### src/rtl/ftd_pkg.sv
`default_nettype none

package ftd_pkg;

  localparam int KIND_W      = 2;
  localparam int TASK_W      = 16;
  localparam int CORE_W      = 3;
  localparam int CFG_W       = 4;
  localparam int MAX_RESULTS = 8;
  localparam int NCNT_W      = 4;

  localparam logic [CFG_W-1:0] CFG_RESET = 4'd8;

  // input kinds
  localparam logic [KIND_W-1:0] K_RUN     = 2'd0;
  localparam logic [KIND_W-1:0] K_DONE    = 2'd1;
  localparam logic [KIND_W-1:0] K_STOP    = 2'd2;
  localparam logic [KIND_W-1:0] K_UNKNOWN = 2'd3;

  // result kinds
  localparam logic [KIND_W-1:0] RK_DISPATCH = 2'd0;
  localparam logic [KIND_W-1:0] RK_DONE     = 2'd1;
  localparam logic [KIND_W-1:0] RK_FAILED   = 2'd2;
  localparam logic [KIND_W-1:0] RK_REJECT   = 2'd3;

  typedef struct packed {
    logic capture;
    logic exec;
    logic disp_rd;
    logic disp_emit;
    logic stop_rd;
    logic stop_emit;
    logic stop_final;
  } cmd_t;

  typedef struct packed {
    logic stopped;
    logic is_stop;
    logic busy_any;
    logic out_free;
    logic disp_more;
    logic kill_last;
  } sts_t;

endpackage

`default_nettype wire

### src/rtl/ftd_ram.sv
`default_nettype none

module ftd_ram #(
  parameter int WIDTH = 16,
  parameter int DEPTH = 16,
  parameter int ADDR_W = (DEPTH > 1) ? $clog2(DEPTH) : 1
) (
  input  wire logic              clk,
  input  wire logic              we,
  input  wire logic [ADDR_W-1:0] waddr,
  input  wire logic [WIDTH-1:0]  wdata,
  input  wire logic              re,
  input  wire logic [ADDR_W-1:0] raddr,
  output logic      [WIDTH-1:0]  rdata
);

  logic [WIDTH-1:0] mem [DEPTH];

  always_ff @(posedge clk) begin
    if (we) begin
      mem[waddr] <= wdata;
    end
    if (re) begin
      rdata <= mem[raddr];
    end
  end

endmodule

`default_nettype wire

### src/rtl/ftd_ctrl.sv
`default_nettype none

module ftd_ctrl
  import ftd_pkg::*;
(
  input  wire logic clk,
  input  wire logic rst,
  input  wire logic in_valid,
  output logic      in_stall,
  output cmd_t      cmd,
  input  wire sts_t sts
);

  localparam logic [2:0] S_IDLE = 3'd0;
  localparam logic [2:0] S_EXEC = 3'd1;
  localparam logic [2:0] S_DRD  = 3'd2;
  localparam logic [2:0] S_DWR  = 3'd3;
  localparam logic [2:0] S_SRD  = 3'd4;
  localparam logic [2:0] S_SWR  = 3'd5;

  logic [2:0] state;
  logic [2:0] state_next;

  assign in_stall = (state != S_IDLE);

  always_comb begin
    cmd        = '0;
    state_next = state;
    unique case (state)
      S_IDLE: begin
        if (in_valid) begin
          cmd.capture = 1'b1;
          state_next  = S_EXEC;
        end
      end
      S_EXEC: begin
        if (sts.stopped) begin
          state_next = S_IDLE;
        end else if (sts.is_stop) begin
          if (sts.busy_any) begin
            cmd.exec   = 1'b1;
            state_next = S_SRD;
          end else begin
            cmd.stop_final = 1'b1;
            state_next     = S_IDLE;
          end
        end else if (sts.out_free) begin
          cmd.exec   = 1'b1;
          state_next = S_DRD;
        end
      end
      S_DRD: begin
        if (sts.disp_more) begin
          cmd.disp_rd = 1'b1;
          state_next  = S_DWR;
        end else begin
          state_next = S_IDLE;
        end
      end
      S_DWR: begin
        if (sts.out_free) begin
          cmd.disp_emit = 1'b1;
          state_next    = S_DRD;
        end
      end
      S_SRD: begin
        cmd.stop_rd = 1'b1;
        state_next  = S_SWR;
      end
      S_SWR: begin
        if (sts.out_free) begin
          cmd.stop_emit = 1'b1;
          if (sts.kill_last) begin
            cmd.stop_final = 1'b1;
            state_next     = S_IDLE;
          end else begin
            state_next = S_SRD;
          end
        end
      end
      default: begin
        state_next = S_IDLE;
      end
    endcase
  end

  always_ff @(posedge clk) begin
    if (rst) begin
      state <= S_IDLE;
    end else begin
      state <= state_next;
    end
  end

endmodule

`default_nettype wire

### src/rtl/ftd_dpath.sv
`default_nettype none

module ftd_dpath
  import ftd_pkg::*;
#(
  parameter int NUM_CORES   = 8,
  parameter int QUEUE_DEPTH = 16
) (
  input  wire logic              clk,
  input  wire logic              rst,
  input  wire cmd_t              cmd,
  output sts_t                   sts,
  input  wire logic              cfg_we,
  input  wire logic [CFG_W-1:0]  cfg_data,
  input  wire logic [KIND_W-1:0] kind,
  input  wire logic [TASK_W-1:0] task_id,
  input  wire logic [CORE_W-1:0] done_core,
  output logic                   out_valid,
  input  wire logic              out_stall,
  output logic [KIND_W-1:0]      result_kind,
  output logic [TASK_W-1:0]      result_task,
  output logic [CORE_W-1:0]      result_core,
  output logic                   last_result
);

  localparam int QA_W   = $clog2(QUEUE_DEPTH);
  localparam int QC_W   = $clog2(QUEUE_DEPTH + 1);
  localparam int CIDX_W = (NUM_CORES > 1) ? $clog2(NUM_CORES) : 1;

  function automatic logic [NUM_CORES-1:0] pool_of(input logic [CFG_W-1:0] n);
    logic [NUM_CORES-1:0] m;
    for (int i = 0; i < NUM_CORES; i++) begin
      m[i] = (i == 0) || (int'(n) > i);
    end
    return m;
  endfunction

  function automatic logic [CIDX_W-1:0] lowest_idx(input logic [NUM_CORES-1:0] m);
    logic [CIDX_W-1:0] idx;
    idx = '0;
    for (int i = NUM_CORES - 1; i >= 0; i--) begin
      if (m[i]) begin
        idx = CIDX_W'(i);
      end
    end
    return idx;
  endfunction

  // state
  logic [CFG_W-1:0]     cores_in_use;
  logic [NUM_CORES-1:0] idle_mask;
  logic [NUM_CORES-1:0] kill_mask;
  logic [QA_W-1:0]      fifo_head;
  logic [QC_W-1:0]      fifo_count;
  logic                 stopped;
  logic [NCNT_W-1:0]    n_res;

  // captured event
  logic [KIND_W-1:0] cap_kind;
  logic [TASK_W-1:0] cap_task;
  logic [CORE_W-1:0] cap_core;

  logic [NUM_CORES-1:0] busy;
  logic [NUM_CORES-1:0] done_hot;
  logic                 done_ok;
  logic [NUM_CORES-1:0] idle_hot;
  logic [CIDX_W-1:0]    idle_idx;
  logic [NUM_CORES-1:0] kill_hot;
  logic [CIDX_W-1:0]    kill_idx;
  logic                 full;
  logic [QA_W:0]        tail_sum;
  logic [QA_W-1:0]      fifo_tail;
  logic [QA_W-1:0]      head_inc;
  logic                 push;
  logic [TASK_W-1:0]    fifo_rdata;
  logic [TASK_W-1:0]    task_rdata;
  logic [NCNT_W-1:0]    n_inc;
  logic                 disp_last;
  logic                 kill_last;

  logic              em_valid;
  logic [KIND_W-1:0] em_kind;
  logic [TASK_W-1:0] em_task;
  logic [CORE_W-1:0] em_core;
  logic              em_last;

  assign busy = pool_of(cores_in_use) & ~idle_mask;

  always_comb begin
    for (int i = 0; i < NUM_CORES; i++) begin
      done_hot[i] = (i < (1 << CORE_W)) && (cap_core == CORE_W'(i));
    end
  end

  assign done_ok  = |(done_hot & busy);
  assign idle_hot = idle_mask & (~idle_mask + NUM_CORES'(1));
  assign idle_idx = lowest_idx(idle_mask);
  assign kill_hot = kill_mask & (~kill_mask + NUM_CORES'(1));
  assign kill_idx = lowest_idx(kill_mask);

  assign full      = (fifo_count == QC_W'(QUEUE_DEPTH));
  assign tail_sum  = (QA_W+1)'(fifo_head) + (QA_W+1)'(fifo_count);
  assign fifo_tail = (tail_sum >= (QA_W+1)'(QUEUE_DEPTH))
                   ? QA_W'(tail_sum - (QA_W+1)'(QUEUE_DEPTH)) : QA_W'(tail_sum);
  assign head_inc  = (fifo_head == QA_W'(QUEUE_DEPTH - 1)) ? '0 : fifo_head + QA_W'(1);
  assign push      = cmd.exec && (cap_kind == K_RUN) && !full;

  assign n_inc     = n_res + NCNT_W'(1);
  assign disp_last = !((fifo_count > QC_W'(1)) && ((idle_mask & ~idle_hot) != '0)
                       && (n_inc < NCNT_W'(MAX_RESULTS)));
  assign kill_last = ((kill_mask & ~kill_hot) == '0) || (n_inc == NCNT_W'(MAX_RESULTS));

  assign sts.stopped   = stopped;
  assign sts.is_stop   = (cap_kind == K_STOP);
  assign sts.busy_any  = (busy != '0);
  assign sts.out_free  = !out_valid || !out_stall;
  assign sts.disp_more = (fifo_count != '0) && (idle_mask != '0)
                         && (n_res < NCNT_W'(MAX_RESULTS));
  assign sts.kill_last = kill_last;

  ftd_ram #(.WIDTH(TASK_W), .DEPTH(QUEUE_DEPTH), .ADDR_W(QA_W)) u_fifo_ram (
    .clk   (clk),
    .we    (push),
    .waddr (fifo_tail),
    .wdata (cap_task),
    .re    (cmd.disp_rd),
    .raddr (fifo_head),
    .rdata (fifo_rdata)
  );

  ftd_ram #(.WIDTH(TASK_W), .DEPTH(NUM_CORES), .ADDR_W(CIDX_W)) u_task_ram (
    .clk   (clk),
    .we    (cmd.disp_emit),
    .waddr (idle_idx),
    .wdata (fifo_rdata),
    .re    (cmd.stop_rd),
    .raddr (kill_idx),
    .rdata (task_rdata)
  );

  // result select
  always_comb begin
    em_valid = 1'b0;
    em_kind  = RK_REJECT;
    em_task  = cap_task;
    em_core  = '0;
    em_last  = !((fifo_count != '0) && (idle_mask != '0));
    if (cmd.exec) begin
      unique case (cap_kind)
        K_RUN: begin
          em_valid = full;
        end
        K_DONE: begin
          em_valid = 1'b1;
          if (done_ok) begin
            em_kind = RK_DONE;
            em_core = cap_core;
            em_last = (fifo_count == '0);
          end
        end
        K_STOP: begin
          em_valid = 1'b0;
        end
        default: begin
          em_valid = 1'b1;
        end
      endcase
    end
    if (cmd.disp_emit) begin
      em_valid = 1'b1;
      em_kind  = RK_DISPATCH;
      em_task  = fifo_rdata;
      em_core  = CORE_W'(idle_idx);
      em_last  = disp_last;
    end
    if (cmd.stop_emit) begin
      em_valid = 1'b1;
      em_kind  = RK_FAILED;
      em_task  = task_rdata;
      em_core  = CORE_W'(kill_idx);
      em_last  = kill_last;
    end
  end

  always_ff @(posedge clk) begin
    if (cmd.capture) begin
      cap_kind <= kind;
      cap_task <= task_id;
      cap_core <= done_core;
    end
    if (em_valid) begin
      result_kind <= em_kind;
      result_task <= em_task;
      result_core <= em_core;
      last_result <= em_last;
    end
  end

  always_ff @(posedge clk) begin
    if (rst) begin
      cores_in_use <= CFG_RESET;
      idle_mask    <= pool_of(CFG_RESET);
      kill_mask    <= '0;
      fifo_head    <= '0;
      fifo_count   <= '0;
      stopped      <= 1'b0;
      n_res        <= '0;
      out_valid    <= 1'b0;
    end else begin
      if (cfg_we) begin
        cores_in_use <= cfg_data;
        if (!stopped) begin
          idle_mask <= pool_of(cfg_data);
        end
      end
      if (cmd.capture) begin
        n_res <= '0;
      end
      if (push) begin
        fifo_count <= fifo_count + QC_W'(1);
      end
      if (cmd.exec && (cap_kind == K_DONE) && done_ok) begin
        idle_mask <= idle_mask | done_hot;
      end
      if (cmd.exec && (cap_kind == K_STOP)) begin
        kill_mask <= busy;
      end
      if (cmd.disp_emit) begin
        fifo_head  <= head_inc;
        fifo_count <= fifo_count - QC_W'(1);
        idle_mask  <= idle_mask & ~idle_hot;
      end
      if (cmd.stop_emit) begin
        kill_mask <= kill_mask & ~kill_hot;
      end
      if (cmd.stop_final) begin
        idle_mask  <= '0;
        fifo_head  <= '0;
        fifo_count <= '0;
        stopped    <= 1'b1;
      end
      if (em_valid) begin
        n_res     <= n_inc;
        out_valid <= 1'b1;
      end else if (!out_stall) begin
        out_valid <= 1'b0;
      end
    end
  end

endmodule

`default_nettype wire

### src/rtl/fifo_task_to_idle_core_dispatcher_core.sv
// Timing: a done report or reject is formed in EXEC from the captured event and
// registered at the output; a dispatch or failed report reads its RAM, then emits,
// and read and emit repeat for each further one; output stalls hold each emit.
// One event at a time, events after a stop give no result, at most 8 results each.
// Reset (rst, synchronous): empty queue, cores 0..7 idle, stop flag cleared;
// the queue and task tables hold no reset value and need no clearing pass.
`default_nettype none

module fifo_task_to_idle_core_dispatcher_core
  import ftd_pkg::*;
#(
  parameter int NUM_CORES   = 8,
  parameter int QUEUE_DEPTH = 16
) (
  input  wire logic              clk,
  input  wire logic              rst,
  // event channel
  input  wire logic              in_valid,
  output logic                   in_stall,
  input  wire logic [KIND_W-1:0] kind,
  input  wire logic [TASK_W-1:0] task_id,
  input  wire logic [CORE_W-1:0] done_core,
  // result channel
  output logic                   out_valid,
  input  wire logic              out_stall,
  output logic [KIND_W-1:0]      result_kind,
  output logic [TASK_W-1:0]      result_task,
  output logic [CORE_W-1:0]      result_core,
  output logic                   last_result,
  // pool size register
  input  wire logic              cfg_valid,
  output logic                   cfg_ready,
  input  wire logic [CFG_W-1:0]  cores_in_use
);

  cmd_t cmd;
  sts_t sts;

  // register is always writable; software writes only while the block is quiet
  assign cfg_ready = 1'b1;

  // Controller: one event at a time. EXEC handles the event itself (queue push,
  // core release, reject, or loading the kill set for a stop), then the
  // dispatch loop or the stop walk runs until nothing is left or 8 results.
  ftd_ctrl u_ctrl (
    .clk      (clk),
    .rst      (rst),
    .in_valid (in_valid),
    .in_stall (in_stall),
    .cmd      (cmd),
    .sts      (sts)
  );

  // Datapath: waiting queue and per-core task table in RAM, idle/kill masks with
  // lowest-set-bit pickers, and the output register that decouples the result
  // transfer from the next input transfer.
  ftd_dpath #(
    .NUM_CORES   (NUM_CORES),
    .QUEUE_DEPTH (QUEUE_DEPTH)
  ) u_dpath (
    .clk         (clk),
    .rst         (rst),
    .cmd         (cmd),
    .sts         (sts),
    .cfg_we      (cfg_valid && cfg_ready),
    .cfg_data    (cores_in_use),
    .kind        (kind),
    .task_id     (task_id),
    .done_core   (done_core),
    .out_valid   (out_valid),
    .out_stall   (out_stall),
    .result_kind (result_kind),
    .result_task (result_task),
    .result_core (result_core),
    .last_result (last_result)
  );

endmodule

`default_nettype wire

### config.mk
export PLATFORM = sky130hd
export DESIGN_NAME = fifo_task_to_idle_core_dispatcher_core
export DESIGN_NICKNAME = d
export VERILOG_FILES = /design/src/rtl/ftd_pkg.sv /design/src/rtl/ftd_ram.sv /design/src/rtl/ftd_ctrl.sv /design/src/rtl/ftd_dpath.sv /design/src/rtl/fifo_task_to_idle_core_dispatcher_core.sv
export SDC_FILE = /design/constraint.sdc
export NUM_CORES = 1
export LEC_CHECK = 0
export BUFFER_PORTS_ARGS = -buffer_cell sky130_fd_sc_hd__buf_4
export CORE_MARGIN = 5
export CORE_UTILIZATION = 35
export DETAILED_ROUTE_END_ITERATION = 8
export PLACE_DENSITY = 0.6
export SLEW_MARGIN = 25
export SYNTH_ARGS = -nofsm -noshare
export SYNTH_HDL_FRONTEND = slang
export SYNTH_SLANG_ARGS = --single-unit
export TNS_END_PERCENT = 100
### constraint.sdc
create_clock -name clk -period 10.38 [get_ports clk]
set_input_delay 0.519 -clock clk [delete_from_list [all_inputs] [get_ports clk]]
set_output_delay 0.519 -clock clk [all_outputs]
set_load 0.02 [all_outputs]
==> flow_metrics.env, run 1 <==
export IMPL_status="completed"
export IMPL_critPathLaunchType="flop"
export IMPL_post_cts_buffers=0
export IMPL_grt_usage_pct=14.39
export IMPL_wl_met1_mm=20.09
export IMPL_highest_layer="met4"
export IMPL_worstMarginPinSlew_ns=1.039
export IMPL_rows=88
export IMPL_dr_pass1_iters=5
export IMPL_initial_utilization_pct=35.17
export IMPL_finalPower_mw=4.281
export IMPL_leakage_nw=7.196
export IMPL_worstPathRequired_ns=10.66
export IMPL_grt_pass1_vias=10776
export IMPL_criticalPathCategory="flop to flop"
export IMPL_path_delay_family="simple AND/OR/NAND/NOR gates"
export IMPL_die_h_um=250.3
export IMPL_cpPeakStageDelay_ns=0.74
export IMPL_final_hold_viol_count=0
export IMPL_io_pins=55
export IMPL_setup_tns_ns=0
export IMPL_cts_resized=0
export IMPL_crit_arrival_ns=3.84
export IMPL_synth_warning_count=0
export IMPL_hold_ws_ns=0.1112
export IMPL_worstPathMaxFanout=12
export IMPL_hp_class="input pin to flop"
export IMPL_wl_met2_mm=22.39
export IMPL_synthesis_area_mm2=0.02022
export IMPL_root_buffer="clkbuf_16"
export IMPL_critPathCaptureType="flop"
export IMPL_grt_overflow_total=0
export IMPL_synthCells=1176
export IMPL_clk_path_buf_depth=3
export IMPL_fmax_mhz=280.4
export IMPL_drv_cap=0
export IMPL_synth_cell_types=76
export IMPL_fin_crit_ns=3.566
export IMPL_cts_inserted_buffers=51
export IMPL_dieArea_mm2=0.06267
export IMPL_area_delta_synth_final_pct=15.28
export IMPL_vias=10701
export IMPL_die_w_um=250.3
export IMPL_ys_ff_latch=497
export IMPL_synth_edff_count=459
export IMPL_async_flop_share_pct=0
export IMPL_p_per_area_mw_per_mm2=183.7
export IMPL_drive_above_1_share_pct=22.44
export IMPL_crit_chain="nor4b_1 > nand2_1 > nor4_2 > and2_1 > nand2_1 > nor2_1 > buf_4"
export IMPL_yosysSeqAreaShare_pct=71.94
export IMPL_clk_pin_slew_worst_paths_ns=0.06
export IMPL_cts_tree="done"
export IMPL_avgSynthCellArea_um2=17.19
export IMPL_setup_viol=0
export IMPL_grt_first_pass_wirelength_mm=69.19
export IMPL_slew_headroom_pct=30.71
export IMPL_antenna_found_initial=1
export IMPL_dp_cells=1959
export IMPL_drv_slew=0
export IMPL_grt_start_max_net_pins=71
export IMPL_vias_per_cell=5.212
export IMPL_final_cell_count_no_fill=2053
export IMPL_critPathBufInv=1
export IMPL_post_route_util_pct=40.55
export IMPL_min_period_over_period_pct=34.36
export IMPL_ys_flop_type="edfxtp_1"
export IMPL_drt_first_iter_violations=1056
export IMPL_rsz0062_at_grt="false"
export IMPL_cts_sinks=497
export IMPL_hpwl_mm=28.60
export IMPL_clk_insertion_delay_late_ns=0.58
export IMPL_antenna_diode_count=0
export IMPL_critPathMostFrequentCell="nand2_1"
export IMPL_drc=0
export IMPL_clock_skew_ns=0.01488
export IMPL_post_drt_wl_per_cell_um=22.45
export IMPL_place_congestion=0.8436
export IMPL_core_area_mm2=0.05748
export IMPL_met3RoutedLength_mm=2.469
export IMPL_ctsHoldBuffers=0
export IMPL_final_nets=1287
export IMPL_syn_nets=1215
export IMPL_ant_nets=0
export IMPL_peakVddDrop_uv=116.3
export IMPL_portBuffers=53
export IMPL_cp_slowest_cell="nor4_2"
export IMPL_cts_max_level=2
export IMPL_wl_mm=46.10
[where the power goes]
part | leakage (nW) | internal, mW | switching (mW) | total [mW]
logic | 1.95 | 0.0784 | 0.120 | 0.199
clock network | 0.805 | 1.05 | 0.752 | 1.80
registers | 4.45 | 2.23 | 0.0520 | 2.28
[final timing paths]
kind,startpoint,end,slack (ns),cells after the start
min reg2reg,u_dpath.fifo_count[4],u_dpath.fifo_count[4],0.50,2
min,task_id[14],u_dpath.cap_task[14],0.11,1
max,u_ctrl.state[0],u_dpath.u_fifo_ram.mem[3][6],6.81,7
max reg2reg,u_ctrl.state[0],u_dpath.u_fifo_ram.mem[3][6],6.81,7
[layout make-up]
type | instances | area [um2]
Multi-Input combinational cell | 600 | 5434
Tap cell | 765 | 957.2
Timing Repair Buffer | 85 | 658.1
Sequential cell | 497 | 14550
Fill cell | 5177 | 34170
Clock buffer | 65 | 1400
Clock inverter | 28 | 256.5
Inverter | 13 | 48.80
[cells in the final DEF, fill, tap and decap left out, types with 21 or more instances in the layout]
cell type / synthesis / routed
edfxtp_1: 459 / 459
mux2i_1: 100 / 100
buf_4: 1 / 84
mux4_2: 80 / 80
nor2_1: 81 / 73
nand2_1: 67 / 67
clkbuf_16: 0 / 52
dfxtp_1: 38 / 36
a21oi_1: 35 / 34
a31oi_1: 21 / 21
[cells in the mapped netlist, types with 5 or more instances]
| library cell | n | area (um2) |
|---|---|---|
| a31oi_1 | 21 | 131.4 |
| mux2i_1 | 100 | 1001 |
| ha_1 | 8 | 100.1 |
| buf_2 | 15 | 75.07 |
| or3_1 | 10 | 62.56 |
| a21oi_1 | 35 | 175.2 |
| mux2_2 | 16 | 180.2 |
| nand3_1 | 10 | 50.05 |
| edfxtp_1 | 459 | 13780 |
| nor3_1 | 22 | 110.1 |
| buf_1 | 6 | 22.52 |
| and2_1 | 5 | 31.28 |
| nor2_1 | 81 | 304.0 |
| inv_1 | 13 | 48.80 |
| and3_1 | 8 | 50.05 |
| dfxtp_1 | 38 | 760.7 |
| nand2b_1 | 8 | 50.05 |
| a211oi_1 | 8 | 60.06 |
| clkbuf_1 | 42 | 157.7 |
| nand4_1 | 6 | 37.54 |
| mux4_2 | 80 | 1802 |
| nor2b_1 | 6 | 37.54 |
| nand2_1 | 67 | 251.5 |
| o21ai_0 | 18 | 90.09 |
| xnor2_1 | 6 | 52.55 |
[per-layer routing]
metal | up-vias | track usage, %
li1 | 4827 | -
met1 | 5502 | 19.85
met2 | 302 | 23.65
met3 | 70 | 2.440
met4 | 0 | 4.179
met5 | - | 0
[registers in the layout (all words and copies together) (netlist names), 4 cells and up]
name and cells:
u_dpath.idle_mask 8, u_dpath.kill_mask 8, u_dpath.u_task_ram.rdata 16, u_dpath.u_fifo_ram.mem 256, u_dpath.n_res 4, u_dpath.cores_in_use 4
u_dpath.u_fifo_ram.rdata 16, u_dpath.fifo_head 4, u_dpath.u_task_ram.mem 128, u_dpath.fifo_count 5, u_dpath.cap_task 16, u_dpath.result_task 16
[stage by stage]
stage	area [um2]	setup slack (ns)
2_1_floorplan	20220	7.002
3_3_place_gp	21610	6.736
3_5_place_dp	21620	6.837
4_1_cts	23280	6.799
5_1_grt	23300	6.602
6_report	23300	6.814
[cells by family (layout without fill, tap and decap cells)]
kind of cell             after synthesis  in the layout  synth area share, %
AO/OA/AOI/OAI                        140            140                4.884
buffers and inverters                 79            191                1.653
multiplexers                         196            196                14.76
AND/OR/NAND/NOR                      243            243                5.669
adder cells (fa/ha/maj)               10             10               0.6437
XOR/XNOR                              10             10               0.4332
other                                  1              1              0.01855
flip-flops                           497            497                71.94
No activity file was read; power rests on OpenSTA's default activity.
==> run 2, diff against run 1 <==
==> constraint.sdc (replaced) <==
create_clock -name clk -period 3.3 [get_ports clk]
set_input_delay 0.165 -clock clk [delete_from_list [all_inputs] [get_ports clk]]
set_output_delay 0.165 -clock clk [all_outputs]
set_load 0.02 [all_outputs]
==> run 2 against run 1 <==
  * Cell area is 2.7% higher
  * Global-route usage is 0.26 points lower
  * Non-clock buffer count is 54 higher
  * Sequential power grew to 3.1 times the previous value
  * Critical path depth stayed put
  * Critical endpoint is now u_dpath.u_fifo_ram.mem[15][14]
  * Highest routed layer unchanged
==> flow_metrics.env, run 2 (synthesis results as in run 1) <==
export IMPL_regMostFlops="u_dpath.u_fifo_ram.mem"
export IMPL_clk_pin_slew_worst_paths_ns=0.06
export IMPL_dieArea_mm2=0.06267
export IMPL_cts_inserted_buffers=52
export IMPL_grt_start_max_net_pins=70
export IMPL_slew_headroom_pct=38.86
export IMPL_vias=10898
export IMPL_hold_ws_ns=0.04110
export IMPL_drv_cap=0
export IMPL_io_pins=55
export IMPL_cts_sinks=497
export IMPL_fillCellCount=5111
export IMPL_portBuffers=53
export IMPL_clk_insertion_delay_late_ns=0.59
export IMPL_crit_arrival_ns=3.15
export IMPL_cts_resized=0
export IMPL_drive_above_1_share_pct=23.27
export IMPL_cts_tree="done"
export IMPL_setup_viol=0
export IMPL_top_regs="u_dpath.u_fifo_ram.mem: 256 flops, u_dpath.u_task_ram.mem: 128 flops"
export IMPL_rr_startpoint="u_ctrl.state[0]"
export IMPL_fin_area_mm2=0.02392
export IMPL_die_h_um=250.3
export IMPL_startpoint="u_ctrl.state[0]"
export IMPL_peakVddDrop_uv=344.7
export IMPL_vias_per_cell=5.165
export IMPL_mostFrequentLayoutCells="459 x edfxtp_1, 101 x buf_4, 100 x mux2i_1"
export IMPL_ant_nets=0
export IMPL_largest_reg_flops=256
export IMPL_dr_pass1_iters=5
export IMPL_hpwl_mm=28.11
export IMPL_rows=88
export IMPL_die_w_um=250.3
export IMPL_drt_first_iter_violations=1117
export IMPL_status="completed"
export IMPL_post_drt_wl_per_cell_um=21.23
export IMPL_post_route_util_pct=41.62
export IMPL_mostFrequentLayoutCell="edfxtp_1"
export IMPL_worstMarginPinSlew_ns=0.9170
export IMPL_critPathCaptureType="flop"
export IMPL_hold_path_startpoint="out_stall"
export IMPL_dp_cells=1979
export IMPL_placed_area_mm2=0.02180
export IMPL_ff2ff_path_depth=7
export IMPL_criticalPathCategory="flop to flop"
export IMPL_place_congestion=0.8613
export IMPL_rsz0062_at_grt="false"
export IMPL_min_period_over_period_pct=87.17
export IMPL_hp_class="input pin to flop"
export IMPL_wl_mm=44.79
export IMPL_fin_crit_ns=2.877
export IMPL_grt_overflow_total=0
export IMPL_final_nets=1342
export IMPL_final_hold_viol_count=0
export IMPL_rrSetupSlack_ns=0.42
export IMPL_p_per_area_mw_per_mm2=579.0
export IMPL_antenna_diode_count=0
export IMPL_cts_max_level=2
export IMPL_grt_first_pass_wirelength_mm=68.86
export IMPL_clock_skew_ns=0.02113
export IMPL_antenna_found_initial=0
export IMPL_r2r_end="u_dpath.u_fifo_ram.mem[15][14]"
export IMPL_clk_path_buf_depth=3
export IMPL_final_cell_count_no_fill=2110
export IMPL_fmax_mhz=347.6
export IMPL_setup_tns_ns=0
export IMPL_worstPathRequired_ns=3.57
export IMPL_area_delta_synth_final_pct=18.33
export IMPL_core_area_mm2=0.05748
export IMPL_initial_utilization_pct=35.17
export IMPL_critPathLaunchType="flop"
export IMPL_grt_pass1_vias=10869
export IMPL_worstPathMaxFanout=13
export IMPL_whs_path_depth=4
export IMPL_drv_slew=0
export IMPL_root_buffer="clkbuf_16"
export IMPL_leakage_nw=7.496
export IMPL_drc=0
export IMPL_holdPathEnd="u_ctrl.state[0]"
export IMPL_grt_usage_pct=14.13
==> run 2: cell count changes in the layout (fill, tap and decap cells not counted), moves of 3 or more <==
cell           previous run  this run
dlygate4sd3_1             0        35
buf_4                    84       101
bufinv_16                 4         9
clkbuf_8                  5         0
buf_12                    0         3
clkinvlp_4                4         7
==> run 2: repair_timing <==
item / CTS / global route
setup endpoints to repair: 0 / 0
buffers inserted: 0 / 0
endpoints found under the hold margin: 43 / 0
hold buffers: 35 / 0
==> run 2: cell type report <==
class                      count  area (um2)  share of cell area, %
tap                          765       957.2                  4.001
timing repair buffer         139        1169                  4.885
multi-input combinational    600        5426                  22.68
inverter                      13       48.80                 0.2040
sequential                   497       14550                  60.82
clock inverter                36       440.4                  1.841
clock buffer                  60        1331                  5.565
==> run 2: worst max path at each step <==
stage,endpoint,cells after the start
global route,u_dpath.u_fifo_ram.mem[15][14],7
detailed placement,u_dpath.u_fifo_ram.mem[15][3],7
floorplan,u_dpath.u_task_ram.mem[3][0],6
CTS,u_dpath.u_fifo_ram.mem[15][14],7
finish,u_dpath.u_fifo_ram.mem[15][14],7
global placement,u_dpath.u_fifo_ram.mem[15][1],7
==> run 2: report_power, final <==
part | switching [mW] | internal (mW) | total (mW) | leakage (nW)
combinational | 0.377 | 0.281 | 0.658 | 2.20
sequential | 0.157 | 7.00 | 7.16 | 4.45
clock | 2.42 | 3.61 | 6.03 | 0.845
total | 2.95 | 10.9 | 13.9 | 7.50
==> run 2: per-stage QoR <==
step,setup WS [ns],power [mW]
after floorplan,0.02075,7.622
after global placement,0.5175,7.915
after detailed placement,0.4849,7.927
after CTS,0.4427,14.02
after global routing,0.1596,14.37
final,0.4235,13.85
==> run 2: critical path, stage by stage, from the launching register on <==
cell and delay (ns):
dfxtp_1 0.50, nor4b_1 0.51, nand2_1 0.16, nor4_2 0.41
nor2b_1 0.29, nand2_1 0.20, nor2_2 0.24, buf_4 0.26
==> run 2: per-layer routing <==
| layer | wire, um | track usage, % | vias up |
|---|---|---|---|
| met4 | 768 | 3.025 | 0 |
| met3 | 2384 | 2.637 | 57 |
| met2 | 21780 | 22.98 | 330 |
| li1 | - | - | 4940 |
| met1 | 19860 | 20.04 | 5571 |
| met5 | 0 | 0 | - |
==> run 3, diff against run 2 <==
==> constraint.sdc (replaced) <==
create_clock -name clk -period 3.72 [get_ports clk]
set_input_delay 0.186 -clock clk [delete_from_list [all_inputs] [get_ports clk]]
set_output_delay 0.186 -clock clk [all_outputs]
set_load 0.02 [all_outputs]
==> run 3 against run 2 <==
  * Die area stayed put
  * Via count is 1.0% higher
  * Worst setup slack better by 0.41 ns
  * Largest power group unchanged
  * Cell area is 0.31% higher
  * Sequential share of layout area is 0.19 points lower
  * Maximum frequency is 0.51% lower
==> flow_metrics.env, run 3 (synthesis results as in run 1) <==
export IMPL_grt_usage_pct=14.31
export IMPL_rsz0062_at_grt="false"
export IMPL_final_cell_count_no_fill=2115
export IMPL_critPathMostFrequentCell="nand2_1"
export IMPL_clk_path_buf_depth=3
export IMPL_p_per_area_mw_per_mm2=516.2
export IMPL_drv_slew=0
export IMPL_grt_first_pass_wirelength_mm=69.72
export IMPL_portBuffers=53
export IMPL_dr_pass1_iters=5
export IMPL_worstMarginPinSlew_ns=0.8635
export IMPL_grt_pass1_vias=11112
export IMPL_root_buffer="clkbuf_16"
export IMPL_mostFrequentLayoutCells="459 x edfxtp_1, 104 x buf_4, 100 x mux2i_1"
export IMPL_top_regs="u_dpath.u_fifo_ram.mem: 256 flops, u_dpath.u_task_ram.mem: 128 flops"
export IMPL_crit_arrival_ns=3.20
export IMPL_vias=11009
export IMPL_post_route_util_pct=41.75
export IMPL_finalPower_mw=12.39
export IMPL_grt_util_met2_pct=23.57
export IMPL_peakVddDrop_uv=338.2
export IMPL_die_w_um=250.3
export IMPL_ant_nets=0
export IMPL_cts_inserted_buffers=52
export IMPL_setup_tns_ns=0
export IMPL_post_drt_wl_per_cell_um=21.55
export IMPL_worstPathMaxFanout=12
export IMPL_fin_crit_ns=2.891
export IMPL_setup_viol=0
export IMPL_criticalPathCategory="flop to flop"
export IMPL_switching_share_pct=21.12
export IMPL_pwr_share_seq_pct=51.3
export IMPL_antenna_found_initial=0
export IMPL_cp_slowest_cell="dfxtp_1"
export IMPL_regMostFlops="u_dpath.u_fifo_ram.mem"
export IMPL_min_period_over_period_pct=77.72
export IMPL_cts_tree="done"
export IMPL_leakage_nw=7.561
export IMPL_rr_startpoint="u_ctrl.state[0]"
export IMPL_hold_ws_ns=0.06701
export IMPL_gr_usage_met1_pct=19.87
export IMPL_switching_power_mw=2.616
export IMPL_final_hold_viol_count=0
export IMPL_slew_headroom_pct=42.30
export IMPL_grt_overflow_total=0
export IMPL_worstPathRequired_ns=4.03
export IMPL_cts_sinks=497
export IMPL_io_pins=55
export IMPL_dieArea_mm2=0.06267
export IMPL_status="completed"
export IMPL_final_nets=1346
export IMPL_place_congestion=0.8606
export IMPL_hp_class="input pin to flop"
export IMPL_p_int_mw=9.770
export IMPL_cpPeakStageDelay_ns=0.52
export IMPL_initial_utilization_pct=35.17
export IMPL_clk_pin_slew_worst_paths_ns=0.06
export IMPL_fmax_mhz=345.9
export IMPL_critPathCaptureType="flop"
export IMPL_drive_above_1_share_pct=23.04
export IMPL_wl_mm=45.58
export IMPL_post_cts_buffers=0
export IMPL_crit_chain="nor4b_1 > nand2_1 > nor4_2 > buf_4 > nor2b_1 > nand2_1 > nor3_2 > buf_12"
export IMPL_startpoint="u_ctrl.state[0]"
export IMPL_core_area_mm2=0.05748
export IMPL_drc=0
export IMPL_largest_reg_flops=256
export IMPL_mostFrequentLayoutCell="edfxtp_1"
export IMPL_clock_skew_ns=0.02162
export IMPL_dp_cells=1982
export IMPL_drv_cap=0
export IMPL_rows=88
export IMPL_grt_busiest_layer="met2"
export IMPL_hold_path_startpoint="out_stall"
export IMPL_fillCellCount=5130
export IMPL_critPathBufInv=2
export IMPL_clk_insertion_delay_late_ns=0.60
export IMPL_grt_start_max_net_pins=48
export IMPL_cts_max_level=2
export IMPL_die_h_um=250.3
export IMPL_vias_per_cell=5.205
export IMPL_path_delay_family="simple AND/OR/NAND/NOR gates"
export IMPL_drt_first_iter_violations=955
export IMPL_hpwl_mm=28.37
export IMPL_antenna_diode_count=0
export IMPL_pwr_share_comb_pct=4.6
export IMPL_critPathLaunchType="flop"
export IMPL_clockPowerShare_pct=44.1
export IMPL_area_delta_synth_final_pct=18.70
export IMPL_gr_usage_met3_pct=2.918
run 3: final timing paths:
path / end / slack (ns) / cells after the start
worst max-delay path: u_dpath.u_fifo_ram.mem[4][8] / 0.83 / 8
worst min register to register: u_dpath.n_res[2] / 0.50 / 2
worst min-delay path: u_ctrl.state[0] / 0.07 / 4
worst max register to register: u_dpath.u_fifo_ram.mem[4][8] / 0.83 / 8
run 3: power by group through the flow:
stage / combinational, mW / sequential (mW) / clock, mW
6_report: 0.569 / 6.36 / 5.46
3_3_place_gp: 0.538 / 6.47 / 0
3_5_place_dp: 0.545 / 6.48 / 0
2_1_floorplan: 0.333 / 6.43 / 0
5_1_grt: 0.621 / 6.37 / 5.84
4_1_cts: 0.579 / 6.36 / 5.61
run 3: worst min-delay path: stages:
cell and delay (ns):
buf_4 0.11, and3_1 0.18, nand2_1 0.07, a21oi_1 0.06
run 3: stage by stage:
step | setup slack, ns | cell area [um2]
finish | 0.8287 | 24000
detailed placement | 0.9000 | 21820
CTS | 0.8787 | 24000
floorplan | 0.3422 | 20220
global placement | 0.8574 | 21820
global route | 0.6306 | 24000
run 3: what timing repair did:
item	in CTS	in global routing
endpoints found under the hold margin	40	0
gates resized for setup	0	0
hold buffers	36	0
run 3: area by class of cell:
cell class | count | area (um2) | share of cell area [%]
timing repair buffer | 143 | 1201 | 5.005
tap | 765 | 957.2 | 3.989
inverter | 13 | 48.80 | 0.2033
clock buffer | 61 | 1356 | 5.652
sequential | 497 | 14550 | 60.63
clock inverter | 36 | 461.7 | 1.924
multi-input combinational | 600 | 5423 | 22.60
run 3: metal layers:
metal	share of wire [%]	wire, um	vias up
met5	0	0	-
met1	44	19960	5679
li1	-	-	4960
met2	48	22090	301
met4	1.9	865	0
met3	5.8	2661	69
